==> config.mk <==
export PLATFORM = sky130hd
export DESIGN_NAME = hggv_divider
export DESIGN_NICKNAME = d
export VERILOG_FILES = /design/src/hdl/hggv_divider.sv
export SDC_FILE = /design/constraint.sdc
export NUM_CORES = 1
export LEC_CHECK = 0
export BUFFER_PORTS_ARGS = -buffer_cell sky130_fd_sc_hd__buf_2
export CORE_MARGIN = 4
export CORE_UTILIZATION = 30
export DETAILED_ROUTE_END_ITERATION = 8
export HOLD_SLACK_MARGIN = 0.03
export PLACE_DENSITY = 0.45
export REMOVE_ABC_BUFFERS = 1
export SETUP_SLACK_MARGIN = 0.3
export SYNTH_ARGS = -nofsm -noshare
export SYNTH_HDL_FRONTEND = slang
export SYNTH_SLANG_ARGS = --single-unit
==> constraint.sdc <==
create_clock -name clock -period 6.7 [get_ports clock]
set_input_delay 0.67 -clock clock [delete_from_list [all_inputs] [get_ports clock]]
set_output_delay 0.67 -clock clock [all_outputs]
set_load 0.005 [all_outputs]
==> src/hdl/hggv_divider.sv <==
`default_nettype none
module hggv_divider (
   input  wire                clock,
   input  wire                reset,
   input  wire                start,
   input  wire  signed [31:0] num,
   input  wire         [7:0]  den,
   output logic               busy,
   output logic signed [31:0] quo
);
   logic [31:0] rem_ff, rem_in, q_ff, q_in;
   logic [5:0]  cnt_ff, cnt_in;
   logic        neg_ff, neg_in, busy_ff, busy_in;
   logic [7:0]  den_ff, den_in;
   logic [32:0] trial;

   always_comb begin
      rem_in = rem_ff; q_in = q_ff; cnt_in = cnt_ff;
      neg_in = neg_ff; busy_in = busy_ff; den_in = den_ff;
      trial = {rem_ff, q_ff[31]} - {25'd0, den_ff};
      if (start) begin
         neg_in = num[31];
         q_in = num[31] ? 32'(-num) : 32'(num);
         rem_in = 32'd0; cnt_in = 6'd0; busy_in = 1'b1;
         den_in = (den == 8'd0) ? 8'd1 : den;
      end else if (busy_ff) begin
         if (!trial[32]) begin
            rem_in = trial[31:0]; q_in = {q_ff[30:0], 1'b1};
         end else begin
            rem_in = {rem_ff[30:0], q_ff[31]}; q_in = {q_ff[30:0], 1'b0};
         end
         cnt_in = cnt_ff + 6'd1;
         if (cnt_ff == 6'd31) busy_in = 1'b0;
      end
   end

   always_ff @(posedge clock) begin
      if (reset) begin
         busy_ff <= 1'b0; cnt_ff <= 6'd0;
      end else begin
         busy_ff <= busy_in; cnt_ff <= cnt_in;
      end
      rem_ff <= rem_in; q_ff <= q_in; neg_ff <= neg_in; den_ff <= den_in;
   end

   assign busy = busy_ff;
   assign quo  = neg_ff ? -$signed(q_ff) : $signed(q_ff);
endmodule
`default_nettype wire

* After elaboration in Yosys (flattened, before gate mapping)
Cells that the tools add are included.
** Storage, ports and cells
- Register bits :: 80
- Input port bits :: 43
- Output and inout port bits :: 33
- Logic and storage cells :: 23
** Cells by class
- $add $sub $neg :: 4
- Equality and inequality tests :: 1
- Mux-type cells :: 9
- Reductions and logical operators :: 3
** Operators by type and width (number)
- two-way mux 32 bit :: 5
- negation 32 bit :: 2
- subtractor 33 x 8 -> 33 bit :: 1
- logical NOT 8 bit :: 1
- adder 6 x 1 -> 6 bit (second input constant) :: 1
- == test 6 x 5 -> 1 bit (second input constant) :: 1
- two-way mux 1 bit :: 4
- nonzero test 2 bit :: 1
- OR reduction 2 bit :: 1

* Depth between registers and ports, before layout
- Depth after elaboration :: 4
- Mapped depth :: 11
- Gate-level depth less buffers :: 10

* Least setup slack after synthesis
No wires, ideal clock.
- Path type :: input port to flip-flop
- Start point :: input port num[15]
- End point :: register q_ff[28], data pin
- Library setup time :: 270 ps
- Arrival :: 2824 ps
- Data required time :: 6430 ps
- Slack :: 3606 ps
- Stages on the path :: 7
- Path buffers :: 0
- Cells stage by stage :: or4_4 -> or4_4 -> or3_4 -> or4_4 -> o31ai_4 -> xor2_1 -> a21oi_1
** Between the ends
- Word-level cells in the longest chain between the ends :: 3
** Ends and longest elaborated chain
- from (decl) :: RTL line 6 : input wire signed [31:0] num,
- negation 32 bit :: RTL line 23 : q_in = num[31] ? 32'(-num) : 32'(num);
- two-way mux 32 bit :: RTL line 23
- two-way mux 32 bit :: RTL line 21 : if (start) begin
- named net q_in[28] :: RTL line 11 : logic [31:0] rem_ff, rem_in, q_ff, q_in;
- to (signal assigned) :: RTL line 43 : rem_ff <= rem_in; q_ff <= q_in; neg_ff <= neg_in; den_ff <= den_in;
- to (decl) :: RTL line 11
The timed path passes the listed nets, and every way through them passes these cells.
A chain may end at the register's enable or synchronous reset.

* Final worst setup path
- Start point :: register q_ff[12]
- End point :: output port quo[28]
** Between the ends
- Word-level cells in the longest chain between the ends :: 2
** Ends and longest elaborated chain
- negation 32 bit :: RTL line 47 : assign quo = neg_ff ? -$signed(q_ff) : $signed(q_ff);
- two-way mux 32 bit :: RTL line 47
- to (decl) :: RTL line 9 : output logic signed [31:0] quo
Every way passes these cells.

==> summary.md <==
## Status
• **run status** finished clean

## Logic synthesis
• **Avg Synthesized Cell Area** 8.798 um^2
• **post-synth design cell area** 5279 um^2
• **sequential area share after synthesis** 0.3811
• **register bit total from synthesis** 80
• **share of flip-flops with an asynchronous set or reset** 0
• **EDFF count, synth** 41
• **Syn. warnings** 0
• **synthesized netlist cell count** 600
• **number of unique standard cell types used by synthesis** 57
• **Synth Flop Type** sky130_fd_sc_hd__edfxtp_1

## STA
• **max frequency** 0.2652 GHz
• **period utilisation layout** 0.5628
• **Slew HR** 0.3382
• **RSZ-0062 raised after global routing** false
• **Final Slew Violations** 0
• **minimum clock period after layout** 3.771 ns
• **actual slew at the worst max-slew pin** 0.9927 ns
• **Setup-failing EPs final** 0
• **Setup Skew** 0.004808 ns
• **setup TNS** 0 ns
• **total count of hold-check failures in the final report** 0

## CTS
• **source-to-sink clock delay at the later pin of the worst-skew pair** 0.35 ns
• **buffer depth of the longest clock path** 2
• **Root Driver** sky130_fd_sc_hd__clkbuf_16
• **number of H-tree branching levels** 3
• **clock transition at the registers of the reported paths** 0.06 ns
• **total number of clock tree sinks** 80
• **number of buffers inserted during clock tree synthesis** 9
• **number of instances resized during post-cts repair** 0
• **number of buffers inserted by post-CTS setup repair** 0
• **Post-CTS Hold Buffers** 0
• **TritonCTS clock tree** yes

## Worst setup path
• **kind of critical path** register to output pin
• **CP peak stage delay** 0.60 ns
• **cell family with the largest share of critical-path delay** simple AND/OR/NAND/NOR gates
• **kind of start point of the critical path** register
• **crit path max-delay cell type** sky130_fd_sc_hd__or4_1
• **Critical Path End Type** output pin
• **reg2reg setup slack** 3.45 ns
• **depth of the worst register-to-register path** 11
• **data arrival time of the critical path** 3.10 ns
• **reg2reg start** q_ff[31]
• **total buffers and inverters traversed by the critical path** 1
• **worst endpoint required time** 6.03 ns
• **cells traversed along the worst timing path** or4_1 > nor4_1 > nand2b_1 > nor3b_1 > nand2_1 > o41ai_1 > xnor2_1 > buf_2
• **largest driver fanout on the critical path** 4
• **R2R Path End** rem_ff[0]

## Die
• **width of the chip** 140.7 um
• **Initial Utilization** 0.3052
• **area of the die** 19780 um^2
• **number of rows created at floorplan** 48
• **vertical die dimension** 140.7 um
• **number of primary I/O pins** 76
• **core outline area** 17300 um^2

## Final layout
• **final core utilization** 0.3537
• **synthesis-to-finish area growth** 15.90%
• **final cell count without fillers** 889
• **layout cell share with drive strength beyond 1** 0.1702
• **net count reported at finish** 714
• **number of antenna cells inserted** 0

## Drt
• **sum of routed wire length over all layers** 14.19 mm
• **total DRC errors in the routed layout** 0
• **DRT iter0 DRCs** 215
• **via count** 4575
• **vias per inst** 5.146
• **first drt pass iteration count** 4
• **number of nets still failing antenna checks after routing** 0
• **average wire length per cell after detail routing** 15.96 um

## Power and ir drop
• **power density relative to cell area** 245.3 nW/um^2
• **clock share of power** 0.311
• **P_sw** 0.0004914 W
• **switching fraction of total power** 0.3273
• **sequential share of power** 0.423
• **static leakage** 2.273 nW
• **internal power** 0.001010 W
• **combinational cell fraction of total power** 0.266
• **maximum ir drop on the vdd rail** 132.1 uV

## Min path
• **startpoint of the most critical hold path** reset
• **cell count of the worst hold path** 2
• **WHS Endpoint** busy
• **worst hold path type** primary input to register

## Placed design
• **placed cell count** 873
• **post-detailed-placement half-perimeter wirelength** 10.39 mm
• **number of buffers inserted by port buffering** 75
• **final weighted congestion in routability-driven placement** 0.8076

## Global route
• **number of antenna violations at the first check in global routing** 0
• **number of global-route vias before repair** 4540
• **global-route usage over all layers** 0.1454
• **wire length of the first global-routing pass** 23.47 mm
• **largest net degree at the start of global routing** 50
• **overall overflow remaining after global route** 0

## Job
• **Max Cap Violations** 0

## placed cells by master (no fill, tap or decap), types with 16 or more instances in the layout
cell type                  count
sky130_fd_sc_hd__o31ai_1      16
sky130_fd_sc_hd__edfxtp_1     41
sky130_fd_sc_hd__nor4_1       17
sky130_fd_sc_hd__xor2_1       36
sky130_fd_sc_hd__dfxtp_1      39
sky130_fd_sc_hd__xnor2_1      47
sky130_fd_sc_hd__o21ai_0      32
sky130_fd_sc_hd__a21oi_1      37
sky130_fd_sc_hd__a211oi_1     16
sky130_fd_sc_hd__nand2_1      51
sky130_fd_sc_hd__nor2_1       73
sky130_fd_sc_hd__buf_2        75
sky130_fd_sc_hd__inv_1        20
## stage by stage
stage          hold slack (ns)  cell area, um^2  total power (W)  setup WS, ns
2_1_floorplan           0.4530             5144        0.0008962         3.618
3_3_place_gp            0.4660             5846         0.001042         3.242
3_5_place_dp            0.4902             5846         0.001047         3.183
4_1_cts                 0.4726             6118         0.001521         2.898
5_1_grt                 0.4757             6118         0.001600         2.580
6_report                0.4905             6118         0.001501         2.929
## kinds of logic (layout without fill, tap and decap cells)
logic type,Yosys count,count (layout),synth area share
compound gates,147,147,0.1858
xor+xnor,83,83,0.1377
mux,10,10,0.01944
flops,80,80,0.3811
simple gates,215,215,0.2062
buf+inv,53,117,0.03982
fa+ha+maj,12,12,0.02986
## worst register-to-register path, cell delays in order (launching register included)
cell and delay [ns]:
sky130_fd_sc_hd__edfxtp_1 0.43, sky130_fd_sc_hd__inv_1 0.10, sky130_fd_sc_hd__ha_1 0.23, sky130_fd_sc_hd__fa_1 0.41, sky130_fd_sc_hd__nand2b_1 0.18, sky130_fd_sc_hd__a21oi_1 0.23, sky130_fd_sc_hd__o21a_1 0.27, sky130_fd_sc_hd__nor3_4 0.10
sky130_fd_sc_hd__nor2_1 0.35, sky130_fd_sc_hd__buf_4 0.28, sky130_fd_sc_hd__mux2_2 0.35, sky130_fd_sc_hd__a211oi_1 0.23
## flip-flops by register name, summed over array words and instances (netlist names)
register,flops
q_ff,32
rem_ff,32
den_ff,8
cnt_ff,6
busy,1
neg_ff,1
## how the worst max path moves through the flow
stage | startpoint | to | cells after the start
final | q_ff[12] | quo[28] | 8
after global routing | q_ff[12] | quo[31] | 8
after CTS | q_ff[12] | quo[28] | 8
after detailed placement | num[4] | q_ff[28] | 8
after global placement | num[6] | q_ff[28] | 8
after floorplan | num[15] | q_ff[28] | 7
## synthesized netlist by cell type, types with 2 or more instances
cell type | instances | share of area
sky130_fd_sc_hd__nor2_1 | 73 | 0.052
sky130_fd_sc_hd__nand2_1 | 51 | 0.036
sky130_fd_sc_hd__xnor2_1 | 47 | 0.078
sky130_fd_sc_hd__edfxtp_1 | 41 | 0.23
sky130_fd_sc_hd__dfxtp_1 | 39 | 0.15
sky130_fd_sc_hd__a21oi_1 | 37 | 0.035
sky130_fd_sc_hd__xor2_1 | 36 | 0.060
sky130_fd_sc_hd__o21ai_0 | 32 | 0.030
sky130_fd_sc_hd__clkbuf_1 | 27 | 0.019
sky130_fd_sc_hd__inv_1 | 20 | 0.014
sky130_fd_sc_hd__nor4_1 | 17 | 0.020
sky130_fd_sc_hd__a211oi_1 | 16 | 0.023
sky130_fd_sc_hd__o31ai_1 | 16 | 0.023
sky130_fd_sc_hd__nor3_1 | 14 | 0.013
sky130_fd_sc_hd__ha_1 | 11 | 0.026
sky130_fd_sc_hd__o41ai_1 | 11 | 0.018
sky130_fd_sc_hd__or3_1 | 10 | 0.012
sky130_fd_sc_hd__mux2i_1 | 8 | 0.015
sky130_fd_sc_hd__o211ai_1 | 8 | 0.011
sky130_fd_sc_hd__or4_1 | 8 | 0.011
sky130_fd_sc_hd__nand3_1 | 7 | 0.0066
sky130_fd_sc_hd__nand2b_1 | 6 | 0.0071
sky130_fd_sc_hd__a311oi_1 | 4 | 0.0066
sky130_fd_sc_hd__buf_1 | 4 | 0.0028
sky130_fd_sc_hd__nand4_1 | 4 | 0.0047
sky130_fd_sc_hd__nor2b_1 | 4 | 0.0047
sky130_fd_sc_hd__nand4b_1 | 3 | 0.0050
sky130_fd_sc_hd__nor4_2 | 3 | 0.0071
sky130_fd_sc_hd__o21ai_1 | 3 | 0.0028
sky130_fd_sc_hd__or4_4 | 3 | 0.0064
sky130_fd_sc_hd__a31oi_1 | 2 | 0.0024
sky130_fd_sc_hd__a32o_1 | 2 | 0.0038
sky130_fd_sc_hd__and2_1 | 2 | 0.0024
sky130_fd_sc_hd__mux2_2 | 2 | 0.0043
sky130_fd_sc_hd__nor3b_1 | 2 | 0.0028
sky130_fd_sc_hd__o211a_1 | 2 | 0.0038
sky130_fd_sc_hd__o21a_1 | 2 | 0.0028
sky130_fd_sc_hd__o22ai_1 | 2 | 0.0024
sky130_fd_sc_hd__or2_2 | 2 | 0.0024
sky130_fd_sc_hd__or3_4 | 2 | 0.0043
## final cells by class
cell class | instances | area, um^2
Fill cell | 1849 | 11180
Multi-Input combinational cell | 467 | 3057
Sequential cell | 80 | 2012
Timing Repair Buffer | 81 | 420.4
Tap cell | 225 | 281.5
Clock buffer | 10 | 239.0
Inverter | 20 | 75.07
Clock inverter | 6 | 33.78
## power by group through the flow
stage	Sequential (W)	Combinational [W]	Clock (W)
2_1_floorplan	0.000628	0.000268	0
3_3_place_gp	0.000645	0.000397	0
3_5_place_dp	0.000645	0.000402	0
4_1_cts	0.000635	0.000404	0.000482
5_1_grt	0.000644	0.000452	0.000504
6_report	0.000635	0.000400	0.000466
## routing by layer
| metal | part of all wire | GRT usage |
|---|---|---|
| met5 | 0 | 0 |
| met4 | 0.016 | 0.04080 |
| met3 | 0.052 | 0.03596 |
| met2 | 0.47 | 0.2417 |
| met1 | 0.46 | 0.1884 |
No activity file was read; power rests on OpenSTA's default activity.
